===== src/rtl/core/swish_pkg.sv =====
// Shared constants, widths and helper functions for the Swish activation unit.
`default_nettype none

package swish_pkg;

	// Data and configuration widths
	localparam int DATA_W = 16;
	localparam int BETA_W = 16;
	localparam logic [BETA_W-1:0] BETA_RESET = 16'd4096;

	// beta * x is Q20; clamped argument covers [-8, 8)
	localparam int Z_FRAC = 20;
	localparam int Z_W    = Z_FRAC + 4;
	localparam int PROD_W = DATA_W + BETA_W + 1;

	// Sigmoid bins, power of two depth
	localparam int SIG_DEPTH = 256;
	localparam int IDX_W     = $clog2(SIG_DEPTH);

	// Sigmoid output Q16 in [0, 1.0]
	localparam int S_W = 17;
	localparam logic [S_W-1:0] S_ONE = 17'h10000;

	// Intermediate widths
	localparam int T_W   = 31;
	localparam int XS_W  = DATA_W + S_W + 1;
	localparam int ZT_W  = Z_W + T_W + 1;
	localparam int D_W   = 21;
	localparam int GD_W  = DATA_W + D_W;
	localparam int SAT_W = 40;

	// Rounding offsets for half away from zero
	localparam logic [63:0] HALF_Q16 = 64'd1 << 15;
	localparam logic [63:0] HALF_Q36 = 64'd1 << 35;

	// Register stages from input to output register
	localparam int PIPE_STAGES = 7;

	// Piecewise-linear sigmoid evaluated at the centre of bin idx
	function automatic logic [S_W-1:0] sig_lookup(input logic [IDX_W-1:0] idx);
		longint c;
		longint a;
		longint s;
		c = (((2 * longint'(idx)) + 1) <<< (Z_FRAC + 3)) / SIG_DEPTH
			- (longint'(1) <<< (Z_FRAC + 3));
		a = (c < 0) ? -c : c;
		if (a >= (longint'(5) <<< Z_FRAC)) begin
			s = 65536;
		end else if (a >= 2490368) begin
			s = (a >>> 9) + 55296;
		end else if (a >= (longint'(1) <<< Z_FRAC)) begin
			s = (a >>> 7) + 40960;
		end else begin
			s = (a >>> 6) + 32768;
		end
		if (c < 0) begin
			s = 65536 - s;
		end
		return s[S_W-1:0];
	endfunction

	// Clamp a wide signed value to the data range
	function automatic logic [DATA_W-1:0] sat_data(input logic signed [SAT_W-1:0] v);
		logic signed [SAT_W-1:0] hi;
		logic signed [SAT_W-1:0] lo;
		hi = SAT_W'((64'sd1 <<< (DATA_W - 1)) - 64'sd1);
		lo = -hi - SAT_W'(1);
		if (v > hi) begin
			return hi[DATA_W-1:0];
		end else if (v < lo) begin
			return lo[DATA_W-1:0];
		end
		return v[DATA_W-1:0];
	endfunction

endpackage

`default_nettype wire


===== src/rtl/core/swish_activation_fwd_bwd_unit.sv =====
// Swish activation unit: forward output and backward gradient, seven-stage pipeline.
`default_nettype none

// Streams one element per beat: forward mode returns x*sigmoid(beta*x), backward mode
// returns g*(s + beta*x*s*(1-s)), all in signed Q8.8 with rounding and saturation; the
// sigmoid is a piecewise-linear curve sampled at 256 bin centres over [-8, 8). There are
// seven register stages. Unless the output stalls, one element is taken every cycle and
// the pipeline holds up to seven in flight. The stages follow the arithmetic chain
// (beta*x, table, x*s and s*(1-s), z*t, rounding, g*d, saturation); stages one, four and
// six hold one multiplier each, stage three holds x*s and s*(1-s) side by side. A stall on
// the output collapses bubbles before it stops the input. beta (unsigned Q4.12, reset 1.0)
// is written through the cfg channel, which is always ready; write it only while the
// pipeline is empty.

module swish_activation_fwd_bwd_unit (
	input  wire logic                                 clk,
	input  wire logic                                 arst_n,
	// configuration
	input  wire logic                                 cfg_valid,
	output logic                                      cfg_ready,
	input  wire logic        [swish_pkg::BETA_W-1:0]  cfg_data,
	// input beats
	input  wire logic                                 in_valid,
	output logic                                      in_ready,
	input  wire logic                                 mode,
	input  wire logic signed [swish_pkg::DATA_W-1:0]  x_value,
	input  wire logic signed [swish_pkg::DATA_W-1:0]  grad_in,
	input  wire logic                                 last_in,
	// output beats
	output logic                                      out_valid,
	input  wire logic                                 out_ready,
	output logic signed [swish_pkg::DATA_W-1:0]       result_value,
	output logic                                      last_out
);

	localparam int NS = swish_pkg::PIPE_STAGES;
	localparam int DW = swish_pkg::DATA_W;

	logic [swish_pkg::BETA_W-1:0] beta_q;
	logic [NS:1]                  vld_q;
	logic [NS+1:1]                rdy;
	logic [NS:1]                  ld;

	// Configuration register
	assign cfg_ready = 1'b1;

	always_ff @(posedge clk or negedge arst_n) begin
		if (!arst_n) begin
			beta_q <= swish_pkg::BETA_RESET;
		end else if (cfg_valid) begin
			beta_q <= cfg_data;
		end
	end

	// Stage handshake: a stage takes data when empty or when it drains downstream
	always_comb begin
		rdy[NS+1] = out_ready;
		for (int k = NS; k >= 1; k--) begin
			rdy[k] = !vld_q[k] || rdy[k+1];
		end
		ld[1] = rdy[1] && in_valid;
		for (int k = 2; k <= NS; k++) begin
			ld[k] = rdy[k] && vld_q[k-1];
		end
	end

	always_ff @(posedge clk or negedge arst_n) begin
		if (!arst_n) begin
			vld_q <= '0;
		end else begin
			if (rdy[1]) begin
				vld_q[1] <= in_valid;
			end
			for (int k = 2; k <= NS; k++) begin
				if (rdy[k]) begin
					vld_q[k] <= vld_q[k-1];
				end
			end
		end
	end

	assign in_ready = rdy[1];

	// ---------------- stage 1: z = beta * x ----------------
	logic signed [swish_pkg::PROD_W-1:0] z_prod;
	logic signed [swish_pkg::PROD_W-1:0] z_s1;
	logic signed [DW-1:0]                x_s1, g_s1;
	logic                                mode_s1, last_s1;

	assign z_prod = $signed({1'b0, beta_q}) * x_value;

	always_ff @(posedge clk) begin
		if (ld[1]) begin
			z_s1    <= z_prod;
			x_s1    <= x_value;
			g_s1    <= grad_in;
			mode_s1 <= mode;
			last_s1 <= last_in;
		end
	end

	// ---------------- stage 2: clamp and sigmoid lookup ----------------
	logic signed [swish_pkg::Z_W-1:0]    zc;
	logic [swish_pkg::Z_W-1:0]           zoff;
	logic [swish_pkg::PROD_W-swish_pkg::Z_W:0] z_hi;
	logic signed [swish_pkg::Z_W-1:0]    zc_s2;
	logic [swish_pkg::S_W-1:0]           s_lut, s_s2;
	logic signed [DW-1:0]                x_s2, g_s2;
	logic                                mode_s2, last_s2;

	always_comb begin
		z_hi = z_s1[swish_pkg::PROD_W-1:swish_pkg::Z_W-1];
		if ((&z_hi) || !(|z_hi)) begin
			zc = z_s1[swish_pkg::Z_W-1:0];
		end else if (z_s1[swish_pkg::PROD_W-1]) begin
			zc = {1'b1, {(swish_pkg::Z_W-1){1'b0}}};
		end else begin
			zc = {1'b0, {(swish_pkg::Z_W-1){1'b1}}};
		end
		// offset binary: zc + 8.0, bin index is its top bits
		zoff  = {~zc[swish_pkg::Z_W-1], zc[swish_pkg::Z_W-2:0]};
		s_lut = swish_pkg::sig_lookup(zoff[swish_pkg::Z_W-1 -: swish_pkg::IDX_W]);
	end

	always_ff @(posedge clk) begin
		if (ld[2]) begin
			zc_s2   <= zc;
			s_s2    <= s_lut;
			x_s2    <= x_s1;
			g_s2    <= g_s1;
			mode_s2 <= mode_s1;
			last_s2 <= last_s1;
		end
	end

	// ---------------- stage 3: x*s and s*(1-s) ----------------
	logic signed [swish_pkg::XS_W-1:0]   xs_prod, xs_s3;
	logic [swish_pkg::S_W-1:0]           s_cmp;
	logic [2*swish_pkg::S_W-1:0]         t_full;
	logic [swish_pkg::T_W-1:0]           t_s3;
	logic signed [swish_pkg::Z_W-1:0]    zc_s3;
	logic [swish_pkg::S_W-1:0]           s_s3;
	logic signed [DW-1:0]                g_s3;
	logic                                mode_s3, last_s3;

	assign xs_prod = x_s2 * $signed({1'b0, s_s2});
	assign s_cmp   = swish_pkg::S_ONE - s_s2;
	assign t_full  = {{swish_pkg::S_W{1'b0}}, s_s2} * {{swish_pkg::S_W{1'b0}}, s_cmp};

	always_ff @(posedge clk) begin
		if (ld[3]) begin
			xs_s3   <= xs_prod;
			t_s3    <= t_full[swish_pkg::T_W-1:0];
			zc_s3   <= zc_s2;
			s_s3    <= s_s2;
			g_s3    <= g_s2;
			mode_s3 <= mode_s2;
			last_s3 <= last_s2;
		end
	end

	// ---------------- stage 4: z*t, forward result rounded ----------------
	logic signed [swish_pkg::ZT_W-1:0]   zt_prod, zt_s4;
	logic signed [swish_pkg::XS_W:0]     xs_sum;
	logic [swish_pkg::XS_W:0]            xs_half;
	logic [DW-1:0]                       fwd_res, fwd_s4;
	logic [swish_pkg::S_W-1:0]           s_s4;
	logic signed [DW-1:0]                g_s4;
	logic                                mode_s4, last_s4;

	assign zt_prod = zc_s3 * $signed({1'b0, t_s3});

	always_comb begin
		xs_half = xs_s3[swish_pkg::XS_W-1] ?
			(swish_pkg::HALF_Q16[swish_pkg::XS_W:0] - 1'b1) :
			swish_pkg::HALF_Q16[swish_pkg::XS_W:0];
		xs_sum  = {xs_s3[swish_pkg::XS_W-1], xs_s3} + $signed(xs_half);
		fwd_res = swish_pkg::sat_data({{(swish_pkg::SAT_W - swish_pkg::XS_W + 15)
			{xs_sum[swish_pkg::XS_W]}}, xs_sum[swish_pkg::XS_W:16]});
	end

	always_ff @(posedge clk) begin
		if (ld[4]) begin
			zt_s4   <= zt_prod;
			fwd_s4  <= fwd_res;
			s_s4    <= s_s3;
			g_s4    <= g_s3;
			mode_s4 <= mode_s3;
			last_s4 <= last_s3;
		end
	end

	// ---------------- stage 5: derivative d = s + round(z*t) ----------------
	logic signed [swish_pkg::ZT_W:0]     zt_sum;
	logic [swish_pkg::ZT_W:0]            zt_half;
	logic signed [swish_pkg::D_W-1:0]    d_val, d_s5;
	logic [DW-1:0]                       fwd_s5;
	logic signed [DW-1:0]                g_s5;
	logic                                mode_s5, last_s5;

	always_comb begin
		zt_half = zt_s4[swish_pkg::ZT_W-1] ?
			(swish_pkg::HALF_Q36[swish_pkg::ZT_W:0] - 1'b1) :
			swish_pkg::HALF_Q36[swish_pkg::ZT_W:0];
		zt_sum  = {zt_s4[swish_pkg::ZT_W-1], zt_s4} + $signed(zt_half);
		d_val   = $signed(zt_sum[swish_pkg::ZT_W:36])
			+ $signed({{(swish_pkg::D_W - swish_pkg::S_W){1'b0}}, s_s4});
	end

	always_ff @(posedge clk) begin
		if (ld[5]) begin
			d_s5    <= d_val;
			fwd_s5  <= fwd_s4;
			g_s5    <= g_s4;
			mode_s5 <= mode_s4;
			last_s5 <= last_s4;
		end
	end

	// ---------------- stage 6: g * d ----------------
	logic signed [swish_pkg::GD_W-1:0]   gd_prod, gd_s6;
	logic [DW-1:0]                       fwd_s6;
	logic                                mode_s6, last_s6;

	assign gd_prod = g_s5 * d_s5;

	always_ff @(posedge clk) begin
		if (ld[6]) begin
			gd_s6   <= gd_prod;
			fwd_s6  <= fwd_s5;
			mode_s6 <= mode_s5;
			last_s6 <= last_s5;
		end
	end

	// ---------------- stage 7: round, saturate, select ----------------
	logic signed [swish_pkg::GD_W:0]     gd_sum;
	logic [swish_pkg::GD_W:0]            gd_half;
	logic [DW-1:0]                       bwd_res;
	logic [DW-1:0]                       result_s7;
	logic                                last_s7;

	always_comb begin
		gd_half = gd_s6[swish_pkg::GD_W-1] ?
			(swish_pkg::HALF_Q16[swish_pkg::GD_W:0] - 1'b1) :
			swish_pkg::HALF_Q16[swish_pkg::GD_W:0];
		gd_sum  = {gd_s6[swish_pkg::GD_W-1], gd_s6} + $signed(gd_half);
		bwd_res = swish_pkg::sat_data({{(swish_pkg::SAT_W - swish_pkg::GD_W + 15)
			{gd_sum[swish_pkg::GD_W]}}, gd_sum[swish_pkg::GD_W:16]});
	end

	always_ff @(posedge clk) begin
		if (ld[7]) begin
			result_s7 <= mode_s6 ? bwd_res : fwd_s6;
			last_s7   <= last_s6;
		end
	end

	assign out_valid    = vld_q[NS];
	assign result_value = $signed(result_s7);
	assign last_out     = last_s7;

endmodule

`default_nettype wire


===== config.mk =====
export PLATFORM = sky130hd
export DESIGN_NAME = swish_activation_fwd_bwd_unit
export DESIGN_NICKNAME = d
export VERILOG_FILES = /design/src/rtl/core/swish_pkg.sv /design/src/rtl/core/swish_activation_fwd_bwd_unit.sv
export SDC_FILE = /design/constraint.sdc
export NUM_CORES = 2
export LEC_CHECK = 0
export BUFFER_PORTS_ARGS = -buffer_cell sky130_fd_sc_hd__buf_2
export CAP_MARGIN = 10
export CORE_MARGIN = 2
export CORE_UTILIZATION = 62
export DETAILED_ROUTE_END_ITERATION = 6
export PLACE_DENSITY = 0.82
export SETUP_SLACK_MARGIN = 0.5
export SLEW_MARGIN = 10
export SYNTH_ARGS = -nofsm -noshare
export SYNTH_HDL_FRONTEND = slang
export SYNTH_SLANG_ARGS = --single-unit

===== constraint.sdc =====
create_clock -name clk -period 18.4 [get_ports clk]
set_input_delay 0.92 -clock clk [delete_from_list [all_inputs] [get_ports clk]]
set_output_delay 0.92 -clock clk [all_outputs]
set_load 0.005 [all_outputs]

==> impl_metrics.json <==
{
  "status": "complete, but fails checks",
  "violations": "design-rule violations",
  "postCtsSetupRepairBufs": 0,
  "fin_ws_ns": 10.45,
  "max_freq_ghz": 0.126,
  "synth_area_sq_um": 65500,
  "synth.most_common_cell": "inv_1",
  "hp-class": "in2async",
  "slew_viol_final": 0,
  "worstPathArrival_ns": 8.32,
  "ys_types": 84,
  "finalHoldViolCount": 0,
  "start_util_pct": 62.4,
  "cp-startpoint": "s_s2[7]$_DFFE_PP_",
  "final.setup_skew_ns": 0.0620,
  "drive_gt1_share_pct": 3.91,
  "area_delta_synth_final_pct": 5.03,
  "post-place-ws_ns": 10.53,
  "portBuffers": 73,
  "worst-path-max-fanout": 24,
  "async_flop_share_pct": 4.85,
  "syn-num-nets": 8276,
  "core_area_sq_um": 105000,
  "vias": 43700,
  "antenna_found_initial": 3,
  "grt_pass1_vias": 47400,
  "gp_congestion": 0.941,
  "setup_violations": 0,
  "criticalPathCategory": "reg2reg",
  "min_period_ns": 7.95,
  "yosysSeqAreaShare_pct": 21.6,
  "place_area_sq_um": 67000,
  "crit_path_start_kind": "flip-flop",
  "grt_overflow_total": 0,
  "pin_count": 75,
  "ys_top_cells_by_count": "inv_1, fa_1, nand2_1",
  "wl_met1_mm": 57.5,
  "crit_required_ns": 18.77,
  "drt-initial-drc-count": 3034,
  "drv_cap": 0,
  "reg2reg_from": "s_s2[7]$_DFFE_PP_",
  "top_layer_used": "met4",
  "ys_seq_elements": 474,
  "synth.largest_area_cell": "fa_1",
  "clk_pin_slew_ns": 0.07,
  "synthTopCellsByArea": "fa_1, edfxtp_1, ha_1",
  "period_share_pct": 43.2,
  "yosys.area.top_type_share_pct": 34.2,
  "ys_warn_count": 0,
  "htree_levels": 2,
  "critPathMostFrequentCell": "ha_1",
  "met3WireLength_mm": 10.6,
  "multi_input_area_sq_um": 45300,
  "row_count": 119,
  "cts_sinks": 474,
  "cts-root-buf": "clkbuf_16",
  "slowest_stage": "edfxtp_1",
  "syn_area_per_cell_sq_um": 10.2,
  "fin_nets": 8215,
  "die-area_sq_um": 108000,
  "cts_made_buffers": 52,
  "via_per_inst": 5.60,
  "grt_start_max_net_pins": 63,
  "slew_headroom_pct": 23.9,
  "hold_buffers": 0,
  "worstMarginPinSlew_ns": 1.14,
  "cts_tree": "done",
  "synth_flop_cell": "edfxtp_1",
  "dr_wl_met2_mm": 71.0,
  "critPathTopFamily": "adder cells",
  "wirelength_mm": 144,
  "cts_resized": 0,
  "drcViolationCount": 3,
  "num-fill-cells": 7797,
  "drt_pass1_iterations": 7,
  "hpwlAfterDp_mm": 114,
  "clockBufferDepth": 3,
  "post_drt_wl_per_cell_um": 18.4,
  "rsz0062_at_grt": "no",
  "cp.buffers_inverters": 4,
  "syn_inst": 6433,
  "synth_edf_count": 451,
  "grt_pass1_wl_mm": 241,
  "end_kind": "flip-flop",
  "post-route-cell-area_sq_um": 68800,
  "seq_area_sq_um": 14100,
  "track_usage_pct": 27.9,
  "die_x_um": 329,
  "setup_tns_ns": 0,
  "ant_nets": 0,
  "clock_latency_ns": 0.67,
  "cpPeakStageDelay_ns": 0.95,
  "dieHeight_um": 329,
  "postLayoutCoreUtil_pct": 65.5
}
## per-layer routing
metal	vias up	track usage [%]
met3	338	5.00
met5	-	0
met1	22000	35.7
met4	0	9.45
met2	1675	48.0
li1	19700	-
## final cells by class
class | count | area share (%)
Clock inverter | 32 | 0.529
Clock buffer | 63 | 1.98
Multi-Input combinational cell | 4325 | 65.8
Sequential cell | 474 | 20.5
Timing Repair Buffer | 110 | 0.935
Tap cell | 1391 | 2.53
Inverter | 1409 | 7.69
Antenna cell | 2 | 0.00728
## worst paths after layout
check,depth (start not counted),to,slack [ns]
setup / recovery,25,t_s3[29]$_DFFE_PP_,10.45
hold / removal,1,beta_q[10]$_DFFE_PN0P_,0.29
setup reg to reg,25,t_s3[29]$_DFFE_PP_,10.45
hold reg to reg,0,s_s4[13]$_DFFE_PP_,0.41
max in group asynchronous,1,vld_q[6]$_DFFE_PN0P_,17.68
min in group clk,0,s_s4[13]$_DFFE_PP_,0.41
## registers in the layout (all words and copies together), names as in the netlist, 19 cells and up
| name | flops |
|---|---|
| xs_s3 | 28 |
| gd_s6 | 37 |
| z_s1 | 33 |
| d_s5 | 21 |
| zt_s4 | 44 |
| zc_s3 | 24 |
| zc_s2 | 24 |
| t_s3 | 19 |
## cell usage in the layout (no fill, tap or decap), drive strengths merged, types with 9 or more instances in the layout
cell	Yosys	routed
inv	1407	1412
fa	1120	1120
nand2	742	742
ha	668	668
and2	602	602
edfxtp	451	451
nor2	155	155
xnor2	148	148
a21oi	138	138
buf	13	110
nand2b	96	96
o21ai	85	85
a21o	68	68
clkbuf	212	63
xor2	60	60
nand3	51	51
nor2b	44	44
nor3	38	38
o21a	22	22
dfrtp	22	22
nand4	21	21
mux2	21	21
a211oi	18	18
clkinv	2	18
o21bai	17	17
a31oi	17	17
and3	16	16
o221ai	15	15
o211ai	14	14
o31ai	13	13
or2	12	12
nor3b	9	9
## metrics by stage
| step | hold slack, ns | instances |
|---|---|---|
| after global placement | 0.401 | 7709 |
| after floorplan | 0.400 | 6433 |
| after CTS | 0.259 | 7804 |
| after global routing | 0.331 | 7805 |
| after detailed placement | 0.405 | 7709 |
| final | 0.285 | 7806 |
## kinds of logic after synthesis
group | Yosys count | share of synthesized area (%)
fa+ha+maj | 1790 | 47.0
compound gates | 483 | 4.95
buf+inv | 1634 | 9.38
simple gates | 1817 | 13.8
mux | 26 | 0.438
flops | 474 | 21.6
other cells | 1 | 0.00573
xor+xnor | 208 | 2.78
## worst register-to-register path, cell delays in order (launching register included)
cell and delay (ns):
edfxtp_1 0.95, clkinv_1 0.63, ha_1 0.40, nor3b_1 0.16, ha_1 0.43, nand2b_1 0.22, fa_1 0.55, inv_1 0.04
ha_1 0.19, fa_1 0.48, ha_1 0.29, inv_1 0.05, fa_1 0.53, inv_1 0.05, ha_1 0.29, ha_1 0.24
fa_1 0.41, a21o_1 0.18, a21oi_1 0.23, o21bai_1 0.10, a21oi_1 0.26, nor2b_1 0.08, o21a_1 0.19, o31a_1 0.26
o41ai_1 0.34, xnor2_1 0.10
Power is not shown: default switching activity piles up to over one toggle a cycle in this logic, so the estimate is an artifact.
